**src/line_editor_with_echo_assert.svh**
```systemverilog
// assertion macros shared by the line editor modules
`ifndef LINE_EDITOR_WITH_ECHO_ASSERT_SVH
`define LINE_EDITOR_WITH_ECHO_ASSERT_SVH
`ifndef SYNTHESIS
`define LEWE_ASSERT(lbl, clk, rst_n, prop, msg) \
  lbl: assert property (@(posedge clk) disable iff (!rst_n) (prop)) else $error(msg);
`define LEWE_ASSERT_NEXT(lbl, clk, rst_n, pre, post, msg) \
  lbl: assert property (@(posedge clk) disable iff (!rst_n) (pre) |=> (post)) else $error(msg);
`else
`define LEWE_ASSERT(lbl, clk, rst_n, prop, msg)
`define LEWE_ASSERT_NEXT(lbl, clk, rst_n, pre, post, msg)
`endif
`endif

```
**src/lewe_pkg.sv**
```systemverilog
// types, codes and constants of the line editor
package lewe_pkg;

  localparam int LINE_SIZE_DEF = 64;
  localparam int CAP_W         = 7;
  localparam int LEN_W         = 6;
  localparam int IDX_W         = 6;
  localparam int STATUS_W      = 2;
  localparam int CMD_W         = 2;
  localparam int STEP_W        = 3;

  localparam logic [CAP_W-1:0] CAP_RESET = 7'd64;

  localparam int QUEUE_DEPTH = 4;
  localparam int QPTR_W      = $clog2(QUEUE_DEPTH);
  localparam int QCNT_W      = $clog2(QUEUE_DEPTH + 1);

  localparam logic [CMD_W-1:0] CMD_CHAR    = 2'd0;
  localparam logic [CMD_W-1:0] CMD_RESTART = 2'd1;
  localparam logic [CMD_W-1:0] CMD_READ    = 2'd2;

  localparam logic [STATUS_W-1:0] STATUS_FULL = 2'd3;

  localparam logic [7:0] CH_NUL  = 8'h00;
  localparam logic [7:0] CH_BS   = 8'h08;
  localparam logic [7:0] CH_LF   = 8'h0A;
  localparam logic [7:0] CH_CR   = 8'h0D;
  localparam logic [7:0] CH_SP   = 8'h20;
  localparam logic [7:0] CH_HASH = 8'h23;
  localparam logic [7:0] CH_TILD = 8'h7E;
  localparam logic [7:0] CH_DEL  = 8'h7F;

  typedef enum logic [1:0] {
    MODE_RESTART  = 2'd0,
    MODE_INPUT    = 2'd1,
    MODE_COMPLETE = 2'd2
  } mode_e;

  typedef enum logic [1:0] {
    ECHO_NONE  = 2'd0,
    ECHO_CRLF  = 2'd1,
    ECHO_ERASE = 2'd2,
    ECHO_CHAR  = 2'd3
  } echo_e;

  typedef struct packed {
    logic [CMD_W-1:0] command;
    logic [7:0]       char_in;
    logic [IDX_W-1:0] read_index;
  } in_t;

  typedef struct packed {
    logic                echo_valid;
    logic [7:0]          echo_byte;
    logic [STATUS_W-1:0] status;
    logic [LEN_W-1:0]    line_length;
    logic [7:0]          read_byte;
    logic                last;
  } out_t;

  // classified request handed from front to back
  typedef struct packed {
    logic                prompt;
    echo_e               kind;
    logic [7:0]          ch;
    logic [STATUS_W-1:0] status;
    logic [LEN_W-1:0]    length;
    logic                rd_ok;
  } desc_t;

  typedef struct packed {
    desc_t      desc;
    logic [7:0] rbyte;
  } entry_t;

endpackage

```
**src/line_editor_with_echo.sv**
```systemverilog
// Terminal line editor with echo. Requests enter through a queue-like port
// (push/full) and results leave through another (empty/pop). A character
// request yields the echo for it, preceded by the "# " prompt when a restart
// is pending; a restart yields the prompt; a read returns one stored byte.
// Every request gives one to five results, the final one marked by last.
// The front end takes one request per clock while its four-entry queue has
// room, so a new request is accepted while earlier results still wait. The
// back end hands out one result per clock while pop is high and the queue
// is not empty, so a request holds the output for as many pops as it has
// results; its first result goes through the stage register and the queue.
// The line store is a single write port ram with registered read and needs
// no clearing after reset. Write the capacity register only while the block is idle.
module line_editor_with_echo import lewe_pkg::*; #(
  parameter int LineSize = LINE_SIZE_DEF
) (
  input  logic             clk_i,
  input  logic             rst_ni,
  input  logic             cfg_we_i,
  input  logic [CAP_W-1:0] cfg_wdata_i,
  input  logic             push,
  output logic             full,
  input  in_t              item_i,
  output logic             empty,
  input  logic             pop,
  output out_t             result_o
);

  localparam int AW = (LineSize > 1) ? $clog2(LineSize) : 1;

  logic              ram_we;
  logic [AW-1:0]     ram_waddr, ram_raddr;
  logic [7:0]        ram_wdata, ram_rdata;
  logic              q_push, q_pop, q_valid;
  entry_t            q_entry, q_head;
  logic [QCNT_W-1:0] q_cnt;

  lewe_front #(
    .LineSize(LineSize)
  ) u_front (
    .clk_i      (clk_i),
    .rst_ni     (rst_ni),
    .cfg_we_i   (cfg_we_i),
    .cfg_wdata_i(cfg_wdata_i),
    .push       (push),
    .full       (full),
    .item_i     (item_i),
    .q_cnt_i    (q_cnt),
    .ram_we_o   (ram_we),
    .ram_waddr_o(ram_waddr),
    .ram_wdata_o(ram_wdata),
    .ram_raddr_o(ram_raddr),
    .ram_rdata_i(ram_rdata),
    .q_push_o   (q_push),
    .q_entry_o  (q_entry)
  );

  lewe_ram #(
    .Width(8),
    .Depth(LineSize)
  ) u_store (
    .clk_i  (clk_i),
    .we_i   (ram_we),
    .waddr_i(ram_waddr),
    .wdata_i(ram_wdata),
    .raddr_i(ram_raddr),
    .rdata_o(ram_rdata)
  );

  lewe_queue u_queue (
    .clk_i  (clk_i),
    .rst_ni (rst_ni),
    .push_i (q_push),
    .entry_i(q_entry),
    .pop_i  (q_pop),
    .valid_o(q_valid),
    .head_o (q_head),
    .cnt_o  (q_cnt)
  );

  lewe_back u_back (
    .clk_i    (clk_i),
    .rst_ni   (rst_ni),
    .q_valid_i(q_valid),
    .q_head_i (q_head),
    .q_pop_o  (q_pop),
    .empty    (empty),
    .pop      (pop),
    .result_o (result_o)
  );

endmodule

```
**src/lewe_ram.sv**
```systemverilog
// generic single write port ram with registered read
module lewe_ram #(
  parameter int Width = 8,
  parameter int Depth = 64,
  localparam int AW = (Depth > 1) ? $clog2(Depth) : 1
) (
  input  logic             clk_i,
  input  logic             we_i,
  input  logic [AW-1:0]    waddr_i,
  input  logic [Width-1:0] wdata_i,
  input  logic [AW-1:0]    raddr_i,
  output logic [Width-1:0] rdata_o
);

  logic [Width-1:0] mem_q [Depth];
  logic [Width-1:0] rdata_q;

  always_ff @(posedge clk_i) begin
    if (we_i) begin
      mem_q[waddr_i] <= wdata_i;
    end
    rdata_q <= mem_q[raddr_i];
  end

  assign rdata_o = rdata_q;

endmodule

```
**src/lewe_front.sv**
```systemverilog
// front end: takes requests, updates mode and length, classifies the echo
module lewe_front import lewe_pkg::*; #(
  parameter int LineSize = LINE_SIZE_DEF,
  localparam int AW = (LineSize > 1) ? $clog2(LineSize) : 1
) (
  input  logic              clk_i,
  input  logic              rst_ni,
  input  logic              cfg_we_i,
  input  logic [CAP_W-1:0]  cfg_wdata_i,
  input  logic              push,
  output logic              full,
  input  in_t               item_i,
  input  logic [QCNT_W-1:0] q_cnt_i,
  output logic              ram_we_o,
  output logic [AW-1:0]     ram_waddr_o,
  output logic [7:0]        ram_wdata_o,
  output logic [AW-1:0]     ram_raddr_o,
  input  logic [7:0]        ram_rdata_i,
  output logic              q_push_o,
  output entry_t            q_entry_o
);

  localparam int CW = ((AW > CAP_W) ? AW : CAP_W) + 1;
  localparam logic [CW-1:0] SizeC = CW'(LineSize);

  mode_e            mode_q, mode_d;
  logic [AW-1:0]    fill_q, fill_d;
  logic [CAP_W-1:0] cap_q;
  desc_t            s1_q, desc;
  logic             s1_valid_q;

  logic          accept, act, prompt_c, store_full;
  logic          is_eol, is_nul, is_del, is_prn;
  logic [AW-1:0] fill0;
  logic [CW-1:0] cap_ext, eff_cap;
  logic [7:0]    c;

  // an item in the stage register still needs a slot in the queue
  assign full   = ({1'b0, q_cnt_i} + {{QCNT_W{1'b0}}, s1_valid_q})
                  >= (QCNT_W + 1)'(QUEUE_DEPTH);
  assign accept = push && !full;
  assign c      = item_i.char_in;

  assign act      = (item_i.command == CMD_CHAR) && (mode_q != MODE_COMPLETE);
  assign prompt_c = (act && (mode_q != MODE_INPUT)) || (item_i.command == CMD_RESTART);
  assign fill0    = prompt_c ? '0 : fill_q;

  assign is_eol = (c == CH_CR) || (c == CH_LF);
  assign is_nul = (c == CH_NUL);
  assign is_del = (c == CH_BS) || (c == CH_DEL);
  assign is_prn = (c >= CH_SP) && (c <= CH_TILD);

  assign cap_ext    = CW'(cap_q);
  assign eff_cap    = (cap_ext < SizeC) ? cap_ext : SizeC;
  assign store_full = (CW'(fill0) + CW'(1)) >= eff_cap;

  // next state
  always_comb begin
    mode_d = mode_q;
    fill_d = fill_q;
    if (accept) begin
      case (item_i.command)
        CMD_CHAR: begin
          if (act) begin
            mode_d = MODE_INPUT;
            fill_d = fill0;
            if (is_eol || is_nul) begin
              mode_d = MODE_COMPLETE;
            end else if (is_del && (fill0 != '0)) begin
              fill_d = fill0 - AW'(1);
            end else if (is_prn && !store_full) begin
              fill_d = fill0 + AW'(1);
            end
          end
        end
        CMD_RESTART: begin
          mode_d = MODE_INPUT;
          fill_d = '0;
        end
        default: ;
      endcase
    end
  end

  // classification for the back end
  always_comb begin
    desc.prompt = prompt_c;
    desc.ch     = c;
    if (act && is_eol) begin
      desc.kind = ECHO_CRLF;
    end else if (act && is_del && (fill0 != '0)) begin
      desc.kind = ECHO_ERASE;
    end else if (act && is_prn && !store_full) begin
      desc.kind = ECHO_CHAR;
    end else begin
      desc.kind = ECHO_NONE;
    end
    desc.status = (act && is_prn && store_full) ? STATUS_FULL : STATUS_W'(mode_d);
    desc.length = LEN_W'(fill_d);
    desc.rd_ok  = (item_i.command == CMD_READ)
                  && (CW'(item_i.read_index) < CW'(fill_q));
  end

  assign ram_we_o    = accept && act && is_prn && !store_full;
  assign ram_waddr_o = fill0;
  assign ram_wdata_o = c;
  assign ram_raddr_o = AW'(item_i.read_index);

  always_ff @(posedge clk_i or negedge rst_ni) begin
    if (!rst_ni) begin
      mode_q     <= MODE_RESTART;
      fill_q     <= '0;
      cap_q      <= CAP_RESET;
      s1_valid_q <= 1'b0;
    end else begin
      mode_q     <= mode_d;
      fill_q     <= fill_d;
      s1_valid_q <= accept;
      if (cfg_we_i) begin
        cap_q <= cfg_wdata_i;
      end
    end
  end

  always_ff @(posedge clk_i) begin
    if (accept) begin
      s1_q <= desc;
    end
  end

  // ram data arrives in the cycle after the read address, with the stage register
  assign q_push_o        = s1_valid_q;
  assign q_entry_o.desc  = s1_q;
  assign q_entry_o.rbyte = s1_q.rd_ok ? ram_rdata_i : 8'h00;

endmodule

```
**src/lewe_queue.sv**
```systemverilog
// short queue of classified requests between front and back
`include "line_editor_with_echo_assert.svh"
module lewe_queue import lewe_pkg::*; (
  input  logic              clk_i,
  input  logic              rst_ni,
  input  logic              push_i,
  input  entry_t            entry_i,
  input  logic              pop_i,
  output logic              valid_o,
  output entry_t            head_o,
  output logic [QCNT_W-1:0] cnt_o
);

  entry_t              mem_q [QUEUE_DEPTH];
  logic [QPTR_W-1:0]   wptr_q, rptr_q;
  logic [QCNT_W-1:0]   cnt_q;
  logic                do_pop;

  assign do_pop  = pop_i && (cnt_q != '0);
  assign valid_o = (cnt_q != '0);
  assign head_o  = mem_q[rptr_q];
  assign cnt_o   = cnt_q;

  always_ff @(posedge clk_i or negedge rst_ni) begin
    if (!rst_ni) begin
      wptr_q <= '0;
      rptr_q <= '0;
      cnt_q  <= '0;
    end else begin
      if (push_i) begin
        wptr_q <= wptr_q + QPTR_W'(1);
      end
      if (do_pop) begin
        rptr_q <= rptr_q + QPTR_W'(1);
      end
      case ({push_i, do_pop})
        2'b10:   cnt_q <= cnt_q + QCNT_W'(1);
        2'b01:   cnt_q <= cnt_q - QCNT_W'(1);
        default: cnt_q <= cnt_q;
      endcase
    end
  end

  always_ff @(posedge clk_i) begin
    if (push_i) begin
      mem_q[wptr_q] <= entry_i;
    end
  end

  `LEWE_ASSERT(a_q_no_overflow, clk_i, rst_ni, !(push_i && !do_pop && (cnt_q == QCNT_W'(QUEUE_DEPTH))), "request queue overflow")
  `LEWE_ASSERT(a_q_cnt_range, clk_i, rst_ni, cnt_q <= QCNT_W'(QUEUE_DEPTH), "request queue count out of range")

endmodule

```
**src/lewe_back.sv**
```systemverilog
// back end: expands each request into its echo bytes, one result per pop
`include "line_editor_with_echo_assert.svh"
module lewe_back import lewe_pkg::*; (
  input  logic   clk_i,
  input  logic   rst_ni,
  input  logic   q_valid_i,
  input  entry_t q_head_i,
  output logic   q_pop_o,
  output logic   empty,
  input  logic   pop,
  output out_t   result_o
);

  logic [STEP_W-1:0] step_q;
  logic [STEP_W-1:0] kind_len, nbytes, total, j;
  logic [7:0]        byte_c;
  logic              is_last, take;
  desc_t             d;

  assign d     = q_head_i.desc;
  assign empty = !q_valid_i;
  assign take  = pop && q_valid_i;

  always_comb begin
    case (d.kind)
      ECHO_CRLF:  kind_len = STEP_W'(2);
      ECHO_ERASE: kind_len = STEP_W'(3);
      ECHO_CHAR:  kind_len = STEP_W'(1);
      default:    kind_len = '0;
    endcase
  end

  assign nbytes  = (d.prompt ? STEP_W'(2) : '0) + kind_len;
  assign total   = (nbytes == '0) ? STEP_W'(1) : nbytes;
  assign is_last = (step_q == total - STEP_W'(1));
  assign j       = d.prompt ? (step_q - STEP_W'(2)) : step_q;

  always_comb begin
    if (d.prompt && (step_q == '0)) begin
      byte_c = CH_HASH;
    end else if (d.prompt && (step_q == STEP_W'(1))) begin
      byte_c = CH_SP;
    end else begin
      case (d.kind)
        ECHO_CRLF:  byte_c = (j == '0) ? CH_CR : CH_LF;
        ECHO_ERASE: byte_c = (j == STEP_W'(1)) ? CH_SP : CH_BS;
        ECHO_CHAR:  byte_c = d.ch;
        default:    byte_c = 8'h00;
      endcase
    end
  end

  assign result_o.echo_valid  = (nbytes != '0);
  assign result_o.echo_byte   = (nbytes != '0) ? byte_c : 8'h00;
  assign result_o.status      = d.status;
  assign result_o.line_length = d.length;
  assign result_o.read_byte   = q_head_i.rbyte;
  assign result_o.last        = is_last;

  assign q_pop_o = take && is_last;

  always_ff @(posedge clk_i or negedge rst_ni) begin
    if (!rst_ni) begin
      step_q <= '0;
    end else if (take) begin
      step_q <= is_last ? '0 : (step_q + STEP_W'(1));
    end
  end

  `LEWE_ASSERT(a_step_idle, clk_i, rst_ni, q_valid_i || (step_q == '0), "step count moved with no request")
  `LEWE_ASSERT(a_step_range, clk_i, rst_ni, !q_valid_i || (step_q < total), "step count past request end")
  `LEWE_ASSERT_NEXT(a_step_wrap, clk_i, rst_ni, take && is_last, step_q == '0, "step count not cleared after last byte")

endmodule
```
**config.mk**
```make
export PLATFORM = sky130hd
export DESIGN_NAME = line_editor_with_echo
export DESIGN_NICKNAME = d
export VERILOG_FILES = /design/src/lewe_pkg.sv /design/src/line_editor_with_echo.sv /design/src/lewe_ram.sv /design/src/lewe_front.sv /design/src/lewe_queue.sv /design/src/lewe_back.sv
export VERILOG_INCLUDE_DIRS = /design/src /design/src/src
export SDC_FILE = /design/constraint.sdc
export NUM_CORES = 1
export LEC_CHECK = 0
export BUFFER_PORTS_ARGS = -buffer_cell sky130_fd_sc_hd__clkbuf_2
export CAP_MARGIN = 20
export CORE_UTILIZATION = 62
export DETAILED_ROUTE_END_ITERATION = 8
export GPL_TIMING_DRIVEN = 0
export PLACE_DENSITY = 0.79
export SLEW_MARGIN = 20
export SYNTH_ARGS = -nofsm -noshare
export SYNTH_HDL_FRONTEND = slang
export SYNTH_HIERARCHICAL = 1
export SYNTH_SLANG_ARGS = --single-unit
export TNS_END_PERCENT = 1
```
**constraint.sdc**
```tcl
create_clock -name clk_i -period 4.6 [get_ports clk_i]
set_input_delay 0.46 -clock clk_i [delete_from_list [all_inputs] [get_ports clk_i]]
set_output_delay 0.46 -clock clk_i [all_outputs]
set_load 0.02 [all_outputs]
```
# Word level (Yosys, flattened, before mapping)
# Memory sizes are Yosys's and may differ from the RTL's. A register that Yosys moved wholly into a read port is not among the register bits.
# Cells that the tools add are included.
[word_totals] elab_cells=118 register_bits=46 n_memories=2 output_inout_bits=28 ramBits=624 input_bits=28
[op_classes] n_reduce_logical=37 magnitude_cmp=6 addsub=12 n_eq_ne=16 muxes=31
[mem_list] memory="u_store.mem_q" words=64 width=8 rd=1 rd_ports_with_merged_regs=1 wr=1 line="lewe_ram.sv:15" source="logic [Width-1:0] mem_q [Depth];"
[mem_list] memory="u_queue.mem_q" words=4 width=28 rd=1 rd_ports_with_merged_regs=0 wr=1 line="lewe_queue.sv:14" source="entry_t mem_q [QUEUE_DEPTH];"
[ops] cell="$mux 6" n=7
[ops] cell="$mux 8" n=4
[ops] cell="$eq 8x4->1 const B" n=3
[ops] cell="$pmux 8 s3" n=1
[ops] cell="$logic_and 1x1->1" n=21
[ops] cell="$mux 2" n=6
[ops] cell="$mux 3" n=4
[ops] cell="$pmux 6 s2" n=1
[ops] cell="$logic_not 3->1" n=3
[ops] cell="$eq 2x2->1 const B" n=4
[ops] cell="$eq 8x7->1 const B" n=1
[ops] cell="$ge 8x6->1 const B" n=1
[ops] cell="$ge 8x8->1" n=1
[ops] cell="$le 8x7->1 const B" n=1
[ops] cell="$logic_not 8->1" n=1
[ops] cell="$add 6x1->7 const B" n=1
[ops] cell="$lt 7x7->1 const B" n=1
[ops] cell="$mux 7" n=1
[ops] cell="$add 3x1->3 const B" n=2
[ops] cell="$add 6x1->6 const B" n=1
[ops] cell="$eq 2x1->1 const B" n=3
[ops] cell="$eq 3x1->1 const B" n=2
[ops] cell="$lt 6x6->1" n=1
[ops] cell="$pmux 2 s3" n=1
[ops] cell="other kinds (19)" n=30

# Logic depth before layout (Yosys ltp)
[logic_depth] ltp_word=15 depth_mapped=19 ltp_nobuf=18

# Hierarchy
# The synthesis kept the hierarchy.
[by_module_without_submodules] mod="lewe_ram" cells_per_inst=940 area_per_inst_um2=20166.8 seq_area_each_um2=15534.9 instances=1
[by_module_without_submodules] mod="lewe_queue" cells_per_inst=182 area_per_inst_um2=4444.3 seq_area_each_um2=3538.4 instances=1
[by_module_without_submodules] mod="lewe_front" cells_per_inst=247 area_per_inst_um2=2469.9 seq_area_each_um2=1002.2 instances=1
[by_module_without_submodules] mod="lewe_back" cells_per_inst=89 area_per_inst_um2=660.6 seq_area_each_um2=75.1 instances=1

# Worst setup path before layout
# No wires, ideal clock.
[synth_timing] path_type="register to register" from="register u_queue.rptr_q[0]" to="register u_queue.cnt_q[2], in the netlist u_queue/cnt_o[2]" path_stages_with_launch=19 t_arrival_ps=4080 required_time_ps=4521 synth_period_minus_slack_ps=4159 path_buffers=1 slack_ps=441 setup_ps=79 cell_sequence="dfrtp_1 > buf_6 > mux4_2 > inv_1 > ha_1 > ha_1 > nor2_1 > nor3_1 > ha_1 > xnor2_1 > nor4_2 > and2_1 > o31a_1 > ha_1 > inv_1 > fa_1 > xor2_1 > nor2_1 > xor2_1"
[synth_lines] element="from (decl)" line="lewe_queue.sv:15" source="logic [QPTR_W-1:0] wptr_q, rptr_q;"
[synth_lines] element="from (signal assigned)" line="lewe_queue.sv:34" source="rptr_q <= rptr_q + QPTR_W'(1);"
[synth_lines] element="to (signal assigned)" line="lewe_queue.sv:37" source="2'b10: cnt_q <= cnt_q + QCNT_W'(1);"
[synth_lines] element="to (signal assigned)" line="lewe_queue.sv:38" source="2'b01: cnt_q <= cnt_q - QCNT_W'(1);"
[synth_lines] element="to (signal assigned)" line="lewe_queue.sv:39" source="default: cnt_q <= cnt_q;"
[synth_lines] element="to (decl)" line="lewe_queue.sv:16" source="logic [QCNT_W-1:0] cnt_q;"

==> results.toml <==
[layout]
n_antenna_cell = 0
drive_above_1_share = 0.316
area_delta_synth_final_pct = 14.8
final_common_cell = "edfxtp_1"
layout_common_cells = "edfxtp_1 (640), mux4_2 (153), clkbuf_16 (68)"
nNetsFinal = 1665

[synth]
syn_nets = 1512
synth_area_per_cell_sq_um = 19.0
yosysWarnings = 6
syn_area_sq_um = 27600
syn_inst = 1453

[grt]
grt_pass1_vias = 14982
grt_pass1_wl_um = 94600
overflow = 0
antenna_found_initial = 0
grt_max_degree = 65
grt_usage = 0.295

[critical_path]
critPathMaxFanout = 10
arrival_ns = 5.06
critical_path_class = "flop to flop"
startpoint_type = "flop"
end_kind = "flop"
cp.required_ns = 5.09

[cts]
root_buffer = "clkbuf_16"
clkTransAtPathRegs_ns = 0.06
cts_tree = "done"
cts_sinks = 674
numCtsBuffers = 66
clk_latency_ns = 0.60
clock_path_buffers = 3
ctsHtreeMaxLevel = 3

[place]
dp_hpwl_um = 40100
dp_slack_ns = -1.10
gp_congestion = 0.948
numPortBuffers = 54

[detailed_routing]
ant_nets = 0
vias = 15135
drc = 0
met1_length_um = 23700
drt_wl_total_um = 65300
wl_met3_um = 6940
viasPerCell = 6.75
dr_wl_met2_um = 31400
routedWlPerCell_um = 29.1
first_iter_violations = 1775
first_pass_iters = 6
top_layer = "met4"

[timing]
fmax_mhz = 219
layout_setup_ws_ns = 0.0286
setup_violations = 0
final.period_utilization = 0.994
holdWs_ns = 0.0927
clock-skew-final_ns = 0.0254
final_hold_viol_count = 0
tightest_slew_ns = 1.10
rsz0062_at_grt = "yes"
slew_headroom = 0.268
drv_slew = 0
fin_crit_ns = 4.57

[power_and_ir_drop]
p_per_area_nw_per_um2 = 503
ir_drop_v = 0.000549
p_leak_nw = 10.4

[floorplanning]
initial_core_util = 0.635
die_w_um = 213
io_pins = 56
die_y_um = 213
core_sq_um = 43500
die_area_sq_um = 45400
num_rows = 76

[outcome]
status = "finished clean"

[min_path]
hp-class = "input port to flop"

[flow_run]
max_cap_violations = 0
==> critical path, cell delays in order (launching register included) <==
cell	delay, ns
dfrtp_2	0.44
buf_12	0.17
mux4_2	0.56
inv_1	0.11
ha_1	0.25
ha_1	0.31
nor2_2	0.19
nor3_1	0.07
ha_1	0.35
xnor2_1	0.17
nor4_4	0.37
and2_1	0.21
o31a_1	0.18
ha_1	0.20
inv_1	0.06
fa_1	0.37
xor2_1	0.15
nor2_1	0.11
xor2_1	0.22
==> per-stage QoR <==
step                cells  total power, mW  utilization  cell area (sq um)  setup TNS [ns]
global placement     2092             10.3        0.658              28600         -386.94
global route         2241             16.5        0.729              31700          -0.191
detailed placement   2094             10.4        0.659              28700         -406.87
finish               2241             15.9        0.729              31700               0
CTS                  2228             15.8        0.724              31500          -0.220
floorplan            1453             9.55            -              27600               0
==> metal layers <==
layer  vias to the layer above  global-route usage
li1                       6162                   -
met1                      7716               0.395
met2                      1032               0.472
met3                       225              0.0600
met4                         0               0.138
met5                         -                   0
==> state kept, by name (all words and copies together) (netlist names) <==
name,cells
u_back/step_q,3
u_front/cap_q,7
u_front/fill_q,6
u_front/mode_q,2
u_front/q_entry_o,20
u_front/q_push_o,1
u_queue/cnt_o,3
u_queue/mem_q,108
u_queue/rptr_q,2
u_queue/wptr_q,2
u_store/mem_q,512
u_store/rdata_o,8
==> what timing repair did <==
action                                 in CTS  in global routing
setup endpoints to repair                 513                402
gates resized for setup                   126                 14
hold buffers                                1                  0
buffers inserted                           15                 13
endpoints found under the hold margin      25                  0
pin swaps                                  16                 12
cloned                                      0                  0
==> final cells by class <==
| class | count | area (sq um) |
|---|---|---|
| multi-input combinational | 658 | 7350 |
| buffer | 96 | 652 |
| clock inverter | 28 | 324 |
| fill | 2475 | 11800 |
| tap | 585 | 732 |
| timing repair buffer | 85 | 684 |
| sequential | 674 | 20000 |
| clock buffer | 90 | 1800 |
| inverter | 25 | 100 |
==> report_power, final <==
part	leakage, nW	internal (mW)	switching (mW)
clock network	1.03	3.10	2.22
registers	6.15	7.05	0.166
logic	3.19	1.36	2.02
==> worst paths after layout <==
path	start	endpoint	slack, ns	depth (start not counted)
worst max-delay path	u_queue/rptr_q[0]$_DFFE_PN0P_	u_queue/cnt_o[2]$_DFFE_PN0P_	0.03	18
worst min-delay path	cfg_wdata_i[6]	u_front/cap_q[6]$_DFFE_PN1P_	0.09	3
worst max register to register	u_queue/rptr_q[0]$_DFFE_PN0P_	u_queue/cnt_o[2]$_DFFE_PN0P_	0.03	18
worst min register to register	u_front/q_entry_o[10]$_DFFE_PP_	u_queue/mem_q[2][10]$_DFFE_PP_	0.50	0
max in group asynchronous	rst_ni	u_queue/rptr_q[0]$_DFFE_PN0P_	3.57	2
min in group asynchronous	rst_ni	u_back/step_q[2]$_DFFE_PN0P_	0.50	2
Note: power is estimated with default switching activity, not from simulation.
